--- config.mk ---
export PLATFORM = sky130hd
export DESIGN_NAME = registration_state_machine_top
export DESIGN_NICKNAME = d
export VERILOG_FILES = /design/src/rsm_pkg.sv /design/src/rsm_cfg.sv /design/src/rsm_core.sv /design/src/registration_state_machine_top.sv
export SDC_FILE = /design/constraint.sdc
export NUM_CORES = 1
export LEC_CHECK = 0
export BUFFER_PORTS_ARGS = -buffer_cell sky130_fd_sc_hd__buf_2
export CORE_MARGIN = 2
export CORE_UTILIZATION = 60
export DETAILED_ROUTE_END_ITERATION = 6
export PLACE_DENSITY = 0.84
export SLEW_MARGIN = 25
export SYNTH_ARGS = -nofsm -noshare
export SYNTH_HDL_FRONTEND = slang
export SYNTH_SLANG_ARGS = --single-unit
--- constraint.sdc ---
create_clock -name clk_i -period 4.6 [get_ports clk_i]
set_input_delay 0.23 -clock clk_i [delete_from_list [all_inputs] [get_ports clk_i]]
set_output_delay 0.23 -clock clk_i [all_outputs]
set_load 0.02 [all_outputs]
--- src/rsm_pkg.sv ---
`timescale 1ns / 1ps
package rsm_pkg;

  localparam int unsigned SecW   = 24;
  localparam int unsigned AckW   = 16;
  localparam int unsigned RetryW = 4;
  localparam int unsigned CodeW  = 8;
  localparam int unsigned ActW   = 3;
  localparam int unsigned AddrW  = 4;
  localparam int unsigned DataW  = 32;

  localparam logic [SecW-1:0]   LifetimeReset = SecW'(86400);
  localparam logic [SecW-1:0]   MarginReset   = SecW'(60);
  localparam logic [AckW-1:0]   AckReset      = AckW'(30);
  localparam logic [RetryW-1:0] RetxReset     = RetryW'(3);

  localparam logic [CodeW-1:0] CodeCreated  = 8'h41;
  localparam logic [2:0]       ClassSuccess = 3'd2;
  localparam logic [SecW-1:0]  ElapsedMax   = {SecW{1'b1}};

  // register index, taken from paddr[3:2]
  localparam logic [1:0] RegLifetime = 2'd0;
  localparam logic [1:0] RegMargin   = 2'd1;
  localparam logic [1:0] RegAck      = 2'd2;
  localparam logic [1:0] RegRetx     = 2'd3;

  localparam logic [ActW-1:0] ActRegister   = 3'd0;
  localparam logic [ActW-1:0] ActUpdate     = 3'd1;
  localparam logic [ActW-1:0] ActDeregister = 3'd2;
  localparam logic [ActW-1:0] ActResponse   = 3'd3;
  localparam logic [ActW-1:0] ActTick       = 3'd4;

  typedef enum logic [2:0] {
    PhUnreg      = 3'd0,
    PhAwaitReg   = 3'd1,
    PhRegistered = 3'd2,
    PhAwaitUpd   = 3'd3,
    PhAwaitDereg = 3'd4,
    PhFailed     = 3'd5
  } phase_e;

  typedef enum logic [1:0] {
    RecNone       = 2'd0,
    RecRetransmit = 2'd1,
    RecReregister = 2'd2
  } recovery_e;

  // settings the core needs, due point already worked out
  typedef struct packed {
    logic [SecW-1:0]   due_at;
    logic [AckW-1:0]   ack_timeout;
    logic [RetryW-1:0] max_retx;
  } cfg_t;

endpackage

--- src/rsm_cfg.sv ---
`timescale 1ns / 1ps
module rsm_cfg (
  input  logic                         clk_i,
  input  logic                         rst_ni,
  input  logic                         psel,
  input  logic                         penable,
  input  logic                         pwrite,
  input  logic [rsm_pkg::AddrW-1:0]    paddr,
  input  logic [rsm_pkg::DataW-1:0]    pwdata,
  output logic [rsm_pkg::DataW-1:0]    prdata,
  output logic                         pready,
  output rsm_pkg::cfg_t                cfg_o
);

  logic [rsm_pkg::SecW-1:0]   lifetime_q;
  logic [rsm_pkg::SecW-1:0]   margin_q;
  logic [rsm_pkg::AckW-1:0]   ack_q;
  logic [rsm_pkg::RetryW-1:0] retx_q;
  logic [rsm_pkg::SecW-1:0]   due_at;
  logic                       wr_en;
  logic [1:0]                 idx;

  assign pready = 1'b1;
  assign wr_en  = psel & penable & pwrite;
  assign idx    = paddr[3:2];

  always_ff @(posedge clk_i or negedge rst_ni) begin
    if (!rst_ni) begin
      lifetime_q <= rsm_pkg::LifetimeReset;
      margin_q   <= rsm_pkg::MarginReset;
      ack_q      <= rsm_pkg::AckReset;
      retx_q     <= rsm_pkg::RetxReset;
    end else if (wr_en) begin
      unique case (idx)
        rsm_pkg::RegLifetime: lifetime_q <= pwdata[rsm_pkg::SecW-1:0];
        rsm_pkg::RegMargin:   margin_q   <= pwdata[rsm_pkg::SecW-1:0];
        rsm_pkg::RegAck:      ack_q      <= pwdata[rsm_pkg::AckW-1:0];
        rsm_pkg::RegRetx:     retx_q     <= pwdata[rsm_pkg::RetryW-1:0];
        default: ;
      endcase
    end
  end

  // update point: lifetime minus margin, floored at zero
  always_comb begin
    if (margin_q >= lifetime_q) begin
      due_at = '0;
    end else begin
      due_at = lifetime_q - margin_q;
    end
  end

  always_comb begin
    prdata = '0;
    unique case (idx)
      rsm_pkg::RegLifetime: prdata = rsm_pkg::DataW'(lifetime_q);
      rsm_pkg::RegMargin:   prdata = rsm_pkg::DataW'(margin_q);
      rsm_pkg::RegAck:      prdata = rsm_pkg::DataW'(ack_q);
      rsm_pkg::RegRetx:     prdata = rsm_pkg::DataW'(retx_q);
      default:              prdata = '0;
    endcase
  end

  assign cfg_o.due_at      = due_at;
  assign cfg_o.ack_timeout = ack_q;
  assign cfg_o.max_retx    = retx_q;

endmodule

--- src/rsm_core.sv ---
`timescale 1ns / 1ps
module rsm_core (
  input  logic                        clk_i,
  input  logic                        rst_ni,
  input  rsm_pkg::cfg_t               cfg_i,
  input  logic                        in_valid_i,
  output logic                        in_ready_o,
  input  logic [rsm_pkg::ActW-1:0]    action_i,
  input  logic [rsm_pkg::CodeW-1:0]   response_code_i,
  output logic                        out_valid_o,
  input  logic                        out_ready_i,
  output logic [2:0]                  reg_state_o,
  output logic [1:0]                  recovery_o,
  output logic                        update_due_o,
  output logic                        location_valid_o
);

  // input stage
  logic                      in_v_q;
  logic [rsm_pkg::ActW-1:0]  act_q;
  logic [rsm_pkg::CodeW-1:0] code_q;

  // protocol state
  rsm_pkg::phase_e            phase_q, phase_d;
  logic [rsm_pkg::SecW-1:0]   elapsed_q, elapsed_d;
  logic [rsm_pkg::RetryW-1:0] retry_q, retry_d;
  logic                       loc_q, loc_d;

  // result stage
  logic                out_v_q;
  rsm_pkg::phase_e     res_phase_q;
  rsm_pkg::recovery_e  res_rec_q, rec_d;
  logic                res_due_q, due_d;
  logic                res_loc_q;

  logic                     adv;
  logic                     fire;
  logic                     awaiting;
  logic                     ok;
  logic [rsm_pkg::SecW-1:0] elapsed_inc;

  assign adv        = !out_v_q || out_ready_i;
  assign fire       = in_v_q && adv;
  assign in_ready_o = !in_v_q || adv;

  always_ff @(posedge clk_i or negedge rst_ni) begin
    if (!rst_ni) begin
      in_v_q <= 1'b0;
    end else if (in_ready_o) begin
      in_v_q <= in_valid_i;
    end
  end

  always_ff @(posedge clk_i) begin
    if (in_ready_o && in_valid_i) begin
      act_q  <= action_i;
      code_q <= response_code_i;
    end
  end

  assign awaiting = (phase_q == rsm_pkg::PhAwaitReg) || (phase_q == rsm_pkg::PhAwaitUpd) ||
                    (phase_q == rsm_pkg::PhAwaitDereg);
  assign ok       = (code_q[7:5] == rsm_pkg::ClassSuccess);
  assign elapsed_inc = (elapsed_q == rsm_pkg::ElapsedMax) ? elapsed_q : elapsed_q + 1'b1;

  // next state
  always_comb begin
    phase_d   = phase_q;
    elapsed_d = elapsed_q;
    retry_d   = retry_q;
    loc_d     = loc_q;
    rec_d     = rsm_pkg::RecNone;
    unique case (act_q)
      rsm_pkg::ActRegister: begin
        phase_d   = rsm_pkg::PhAwaitReg;
        elapsed_d = '0;
      end
      rsm_pkg::ActUpdate: begin
        phase_d   = rsm_pkg::PhAwaitUpd;
        elapsed_d = '0;
      end
      rsm_pkg::ActDeregister: begin
        phase_d   = rsm_pkg::PhAwaitDereg;
        elapsed_d = '0;
      end
      rsm_pkg::ActResponse: begin
        if (awaiting) begin
          retry_d = '0;
          phase_d = rsm_pkg::PhFailed;
          priority if (phase_q == rsm_pkg::PhAwaitReg) begin
            if (ok && code_q == rsm_pkg::CodeCreated) begin
              loc_d     = 1'b1;
              phase_d   = rsm_pkg::PhRegistered;
              elapsed_d = '0;
            end
          end else if (phase_q == rsm_pkg::PhAwaitUpd) begin
            if (ok) begin
              phase_d   = rsm_pkg::PhRegistered;
              elapsed_d = '0;
            end
          end else begin
            if (ok) begin
              phase_d = rsm_pkg::PhUnreg;
              loc_d   = 1'b0;
            end
          end
        end
      end
      rsm_pkg::ActTick: begin
        elapsed_d = elapsed_inc;
        if (awaiting &&
            elapsed_inc >= rsm_pkg::SecW'(cfg_i.ack_timeout)) begin
          if (phase_q == rsm_pkg::PhAwaitUpd && retry_q < cfg_i.max_retx) begin
            retry_d = retry_q + 1'b1;
            phase_d = rsm_pkg::PhRegistered;
            rec_d   = rsm_pkg::RecRetransmit;
          end else begin
            retry_d = '0;
            phase_d = rsm_pkg::PhUnreg;
            loc_d   = 1'b0;
            rec_d   = rsm_pkg::RecReregister;
          end
        end
      end
      default: ;
    endcase
  end

  // outputs
  always_comb begin
    due_d = (phase_d == rsm_pkg::PhRegistered) && (elapsed_d >= cfg_i.due_at);
  end

  always_ff @(posedge clk_i or negedge rst_ni) begin
    if (!rst_ni) begin
      phase_q   <= rsm_pkg::PhUnreg;
      elapsed_q <= '0;
      retry_q   <= '0;
      loc_q     <= 1'b0;
    end else if (fire) begin
      phase_q   <= phase_d;
      elapsed_q <= elapsed_d;
      retry_q   <= retry_d;
      loc_q     <= loc_d;
    end
  end

  always_ff @(posedge clk_i or negedge rst_ni) begin
    if (!rst_ni) begin
      out_v_q <= 1'b0;
    end else if (adv) begin
      out_v_q <= in_v_q;
    end
  end

  always_ff @(posedge clk_i) begin
    if (fire) begin
      res_phase_q <= phase_d;
      res_rec_q   <= rec_d;
      res_due_q   <= due_d;
      res_loc_q   <= loc_d;
    end
  end

  assign out_valid_o      = out_v_q;
  assign reg_state_o      = res_phase_q;
  assign recovery_o       = res_rec_q;
  assign update_due_o     = res_due_q;
  assign location_valid_o = res_loc_q;

`ifndef SYNTHESIS
  a_retx_registered: assert property (@(posedge clk_i) disable iff (!rst_ni)
    out_v_q && res_rec_q == rsm_pkg::RecRetransmit |-> res_phase_q == rsm_pkg::PhRegistered)
    else $error("retransmit reported outside registered");

  a_rereg_unreg: assert property (@(posedge clk_i) disable iff (!rst_ni)
    out_v_q && res_rec_q == rsm_pkg::RecReregister |-> res_phase_q == rsm_pkg::PhUnreg)
    else $error("re-register reported outside unregistered");

  a_due_registered: assert property (@(posedge clk_i) disable iff (!rst_ni)
    out_v_q && res_due_q |-> res_phase_q == rsm_pkg::PhRegistered)
    else $error("update due while not registered");

  a_stall_holds_state: assert property (@(posedge clk_i) disable iff (!rst_ni)
    !fire |=> $stable(phase_q) && $stable(elapsed_q) && $stable(retry_q))
    else $error("state moved without a beat");

  a_ready_only_stalled: assert property (@(posedge clk_i) disable iff (!rst_ni)
    !in_ready_o |-> in_v_q && out_v_q && !out_ready_i)
    else $error("input stalled with room downstream");
`endif

endmodule

--- src/registration_state_machine_top.sv ---
`timescale 1ns / 1ps
// Registration state machine for a device-management client.
// Input channel (in_valid_i / in_ready_o) carries one event per beat:
//   action_i 0 register sent, 1 update sent, 2 deregister sent, 3 response
//   (response_code_i holds the code byte), 4 one-second tick.
// Output channel (out_valid_o / out_ready_i) returns one beat per event with
//   the state after it, tick recovery, update-due and location flags.
// An event passes the input register, then the state update writes the
//   result register. Throughput is one event per cycle while the receiver
//   takes results, set by the single pass through the state logic.
// When the receiver stalls, the result register holds and the input
//   register takes one more event; in_ready_o drops only while both are full.
// Reset clears the state to unregistered with no location and loads the
//   default settings (lifetime 86400, margin 60, ack timeout 30, 3 retries).
// Settings are written on the APB port at 4*index; the user must do so while no event is pending (unenforced).
module registration_state_machine_top (
  input  logic                        clk_i,
  input  logic                        rst_ni,
  input  logic                        psel,
  input  logic                        penable,
  input  logic                        pwrite,
  input  logic [rsm_pkg::AddrW-1:0]   paddr,
  input  logic [rsm_pkg::DataW-1:0]   pwdata,
  output logic [rsm_pkg::DataW-1:0]   prdata,
  output logic                        pready,
  input  logic                        in_valid_i,
  output logic                        in_ready_o,
  input  logic [rsm_pkg::ActW-1:0]    action_i,
  input  logic [rsm_pkg::CodeW-1:0]   response_code_i,
  output logic                        out_valid_o,
  input  logic                        out_ready_i,
  output logic [2:0]                  reg_state_o,
  output logic [1:0]                  recovery_o,
  output logic                        update_due_o,
  output logic                        location_valid_o
);

  rsm_pkg::cfg_t cfg;

  rsm_cfg u_cfg (
    .clk_i   (clk_i),
    .rst_ni  (rst_ni),
    .psel    (psel),
    .penable (penable),
    .pwrite  (pwrite),
    .paddr   (paddr),
    .pwdata  (pwdata),
    .prdata  (prdata),
    .pready  (pready),
    .cfg_o   (cfg)
  );

  rsm_core u_core (
    .clk_i            (clk_i),
    .rst_ni           (rst_ni),
    .cfg_i            (cfg),
    .in_valid_i       (in_valid_i),
    .in_ready_o       (in_ready_o),
    .action_i         (action_i),
    .response_code_i  (response_code_i),
    .out_valid_o      (out_valid_o),
    .out_ready_i      (out_ready_i),
    .reg_state_o      (reg_state_o),
    .recovery_o       (recovery_o),
    .update_due_o     (update_due_o),
    .location_valid_o (location_valid_o)
  );

endmodule

==> results.md <==
Logic synthesis:
- The register bit total from synthesis is 120.
- The share of the yosys chip area belonging to registers is 36.05%.
- Among all cell types in the netlist, the one instantiated most often is sky130_fd_sc_hd__nand2_1.
- The mapped netlist covers 8632 µm².
- The synthesized area per cell is 8.772 µm².
- The dominant cell type by area after synthesis is sky130_fd_sc_hd__dfrtp_1.
- The most instantiated flip-flop cell in the synthesis netlist is sky130_fd_sc_hd__dfrtp_1.
- The gate count of the mapped netlist is 984.
- By count the netlist is led by sky130_fd_sc_hd__nand2_1, sky130_fd_sc_hd__o21ai_0, sky130_fd_sc_hd__dfrtp_1.
- The number of different library cells used by synthesis comes to 73.
- Ranked by total cell area, the synthesized netlist is headed by sky130_fd_sc_hd__dfrtp_1, sky130_fd_sc_hd__ha_1, sky130_fd_sc_hd__o21ai_0.
- The fraction of registers with async set/reset is 85.00%.
- During synthesis, Yosys emitted a total of 0 warnings.
- The fraction of synthesized cell area taken by the top area cell type is 25.22%.
- The synthesized design contains 18 enable-type register cells.

Job:
- The max-cap violation count is 0.

Setup path:
- The worst reg-to-reg path cell count is 21.
- The sort of element at the start of the critical path is a register.
- In this design, the largest share of critical-path delay is due to compound AO/OA/AOI/OAI gates.
- The critical path endpoint category is a register.
- The largest fanout of any net on the critical path is 23.
- STA puts the critical path data arrival time at 4.60 ns.
- The kind of critical path is register to register.
- The critical path contains buffers and inverters numbering 2 combined.
- Counting buffers and inverters, the worst setup path is 21 cells deep.
- The critical path goes through inv_1 > ha_1 > nand3_1 > nand2_2 > and4_1 > o211ai_1 > a31oi_2 > a221oi_2 > a41oi_2 > buf_6 > o21ai_0 > ha_1 > nor4_1 > nand2_1 > a31oi_1 > o21ai_0 > a221oi_1 > nor3_1 > o311ai_1 > o2bb2ai_2 > nor4b_2.
- The slowest cell on the critical path is sky130_fd_sc_hd__dfstp_2.
- For this run, the slowest stage of the critical path takes 0.52 ns.
- STA puts the critical path data required time at 4.77 ns.
- The reg2reg setup slack is 0.17 ns.

STA:
- The max-slew headroom at the worst pin is 28.50%.
- The final cycle utilization of the critical path is 96.36%.
- Setup total negative slack on the finished layout was measured at 0 ns.
- Static timing analysis puts the maximum clock frequency at 0.2256 GHz.
- Final hold analysis gives a worst-case slack of 0.01833 ns.
- The final clock skew is 0.01195 ns.
- The number of slew-limit violations in the final report was 0.
- The total count of hold-check failures in the final report is 0.
- The transition at the pin with the smallest max-transition slack is 1.069 ns.
- Setup violations remaining at the end of the flow were counted as 0.
- The clock period minus final worst setup slack is 4.433 ns.

Worst hold path:
- The class of the worst hold path is input port to register.
- The number of stages on the worst hold path is 3.

GRT:
- The number of global-route vias before repair was 7339.
- Entering global routing, the biggest net connects 56 pins.
- The final global-route overflow total is 0.
- The number of antenna violations at the first check in global routing is 0.
- The first global-routing pass estimated 37350 µm of wire.
- Global routing used 31.49% of the available tracks.

Detailed routing:
- The residual antenna-violating net count after detailed routing is 0.
- In the final routed layout, each cell accounts on average for 18.36 µm.
- The ratio of routed vias to standard cells is 6.153.
- The vias after detailed routing is 7777.
- For this run, the detailed router's first-pass iteration total came to 6.
- The final routed DRC violation total is 0.
- The final layout contains routed wiring with a total length of 23210 µm.
- The violation count after the first detailed-routing iteration is 844.

Placement:
- The number of port buffers is 76.
- The estimated wirelength of the detail-placed design is 15800 µm.
- The congestion estimate from routability-driven global placement came to 0.9606.
- Including well taps, the total number of placed cells is 1217.

CTS:
- The clock drives 120 sinks.
- The cell at the root of the clock tree is sky130_fd_sc_hd__clkbuf_16.
- TritonCTS built the clock tree.
- The clock passes through at most 2 buffers.
- At the later pin of the worst-skew pair, clock insertion delay measures 0.43 ns.
- The clock transition at the register clock pins on the worst setup and hold paths after CTS is 0.06 ns.
- The TritonCTS buffer count is 17.
- The CTS H-tree depth is 4.

Power and ir drop:
- Dividing total power by cell area gives a power density of 471.6 nW/µm².
- Summed over all cells, the static leakage comes to 4.697 nW.
- IR analysis of the VDD net gives a maximum drop of 0.3574 mV.
- After layout, the design draws a total of 4.746 mW.

Final layout:
- The number of nets in the finished design is 1195.
- The multi-input combinational cell area is 5110 µm².
- The antenna diode instance count is 0.
- The fill cell instance count of the final layout is 996.
- Leaving out filler cells and counting taps, the final layout contains 1264.
- The storage element area is 3113 µm².
- The share of the core filled with cells in the final layout is 71.94%.
- The share of cells above drive strength 1 is 20.30%.
- The area overhead of the layout relative to synthesis is 16.58%.

Floorplanning:
- The overall die width is 123.9 µm.
- The die covers 15360 µm².
- 96 I/O pins were placed.
- For this configuration, the core starts out at a cell density of 61.71%.
- The floorplan step set the die height to 123.9 µm.
- The row count is 43.
- The core region is 13990 µm².

Outcome:
- The flow ran to the end, and the final reports show no timing, DRC or antenna violations.
registers in the layout, summed over array words and instances (netlist names), 2 cells and up:
signal,cells
u_cfg.lifetime_q,24
u_cfg.margin_q,24
u_core.elapsed_q,24
u_cfg.ack_q,16
u_core.code_q,8
u_cfg.retx_q,4
u_core.retry_q,4
u_core.act_q,3
u_core.phase_q,3
u_core.reg_state_o,3
u_core.recovery_o,2
metal layers:
metal	vias to the layer above	track usage, %	part of all wire [%]
met3	40	4.991	5.8
li1	3661	-	-
met4	0	10.25	1.9
met1	3749	42.47	43
met5	-	0	0
met2	327	52.16	49
placed cells by master, fill, tap and decap left out, types with 4 or more instances in the layout:
cell type,netlist,routed
sky130_fd_sc_hd__clkbuf_16,0,18
sky130_fd_sc_hd__xor2_1,13,13
sky130_fd_sc_hd__buf_4,10,28
sky130_fd_sc_hd__o21a_1,4,4
sky130_fd_sc_hd__dfstp_2,15,15
sky130_fd_sc_hd__mux4_2,4,4
sky130_fd_sc_hd__nand4_1,11,11
sky130_fd_sc_hd__dfrtp_1,87,86
sky130_fd_sc_hd__ha_1,69,69
sky130_fd_sc_hd__nand2b_1,12,12
sky130_fd_sc_hd__mux2i_1,23,23
sky130_fd_sc_hd__nor3_1,20,17
sky130_fd_sc_hd__a21o_1,18,18
sky130_fd_sc_hd__dlygate4sd3_1,0,12
sky130_fd_sc_hd__mux2_2,38,38
sky130_fd_sc_hd__a31oi_1,13,12
sky130_fd_sc_hd__nor3b_1,5,5
sky130_fd_sc_hd__nand2_1,135,134
sky130_fd_sc_hd__nand3_1,26,26
sky130_fd_sc_hd__xnor2_1,22,21
sky130_fd_sc_hd__buf_2,5,75
sky130_fd_sc_hd__o21bai_1,5,5
sky130_fd_sc_hd__and3_1,16,16
sky130_fd_sc_hd__a21oi_1,50,48
sky130_fd_sc_hd__o211ai_1,4,4
sky130_fd_sc_hd__inv_1,65,65
sky130_fd_sc_hd__o21ai_0,119,118
sky130_fd_sc_hd__o31ai_1,18,18
sky130_fd_sc_hd__edfxtp_1,18,18
sky130_fd_sc_hd__bufinv_16,0,4
sky130_fd_sc_hd__conb_1,2,9
sky130_fd_sc_hd__and4_1,5,5
sky130_fd_sc_hd__and2_1,7,7
sky130_fd_sc_hd__nor2_1,49,48
sky130_fd_sc_hd__nor2b_1,5,5
worst reg2reg max path: stages (launching register included):
cell                        delay (ns)
sky130_fd_sc_hd__dfstp_2          0.52
sky130_fd_sc_hd__inv_1            0.05
sky130_fd_sc_hd__ha_1             0.35
sky130_fd_sc_hd__nand3_1          0.12
sky130_fd_sc_hd__nand2_2          0.11
sky130_fd_sc_hd__and4_1           0.22
sky130_fd_sc_hd__o211ai_1         0.13
sky130_fd_sc_hd__a31oi_2          0.29
sky130_fd_sc_hd__a221oi_2         0.10
sky130_fd_sc_hd__a41oi_2          0.21
sky130_fd_sc_hd__buf_6            0.22
sky130_fd_sc_hd__o21ai_0          0.12
sky130_fd_sc_hd__ha_1             0.21
sky130_fd_sc_hd__nor4_1           0.31
sky130_fd_sc_hd__nand2_1          0.11
sky130_fd_sc_hd__a31oi_1          0.14
sky130_fd_sc_hd__o21ai_0          0.09
sky130_fd_sc_hd__a221oi_1         0.24
sky130_fd_sc_hd__nor3_1           0.08
sky130_fd_sc_hd__o311ai_1         0.32
sky130_fd_sc_hd__o2bb2ai_2        0.18
sky130_fd_sc_hd__nor4b_2          0.07
power breakdown:
group | leakage [nW] | internal [mW] | switching, mW
clock network | 0.316 | 0.969 | 0.504
registers | 1.43 | 1.28 | 0.138
logic | 2.95 | 0.762 | 1.09
total | 4.70 | 3.01 | 1.73
worst paths after layout:
check	from	end
min reg2reg	u_cfg.margin_q[4]	u_cfg.margin_q[4]
min	pwdata[16]	u_cfg.margin_q[16]
max in group asynchronous	rst_ni	u_core.elapsed_q[6]
min in group asynchronous	rst_ni	u_cfg.ack_q[10]
max	u_cfg.margin_q[3]	u_core.update_due_o
max reg2reg	u_cfg.margin_q[3]	u_core.update_due_o
kinds of logic (layout without fill, tap and decap cells):
group           Yosys count  count (layout)  share of synthesized area [%]
mux                      66              66                          8.842
other cells               2               9                        0.08700
flops                   120             120                          36.05
simple gates            311             311                          17.45
buf+inv                 121             214                          5.870
xor+xnor                 35              35                          3.551
compound gates          259             259                          17.92
fa+ha+maj                70              70                          10.23
stage by stage:
stage	instance area [µm²]	setup slack (ns)
floorplan	8658	0.3497
global placement	9215	0.1353
detailed placement	9215	-0.007863
CTS	9992	0.05141
global route	10060	-0.03986
finish	10060	0.1673
final cells by class:
type	instances	share of cell area [%]
well taps	180	2.238
flip-flops and latches	120	30.93
repair buffers	116	7.124
multi-input cells	750	50.78
inverters	66	2.462
clock buffers	22	4.824
clock inverters	10	1.641
what timing repair did:
action                     4_1_cts  5_1_grt
setup endpoints to repair        1        2
hold buffers                    12        0
hold endpoints to repair        50        0
pin swaps                        0        9
gates cloned                     0        0
gates resized for setup          1       14
buffers inserted                 0        3
Note: power is estimated with default switching activity, not from simulation.
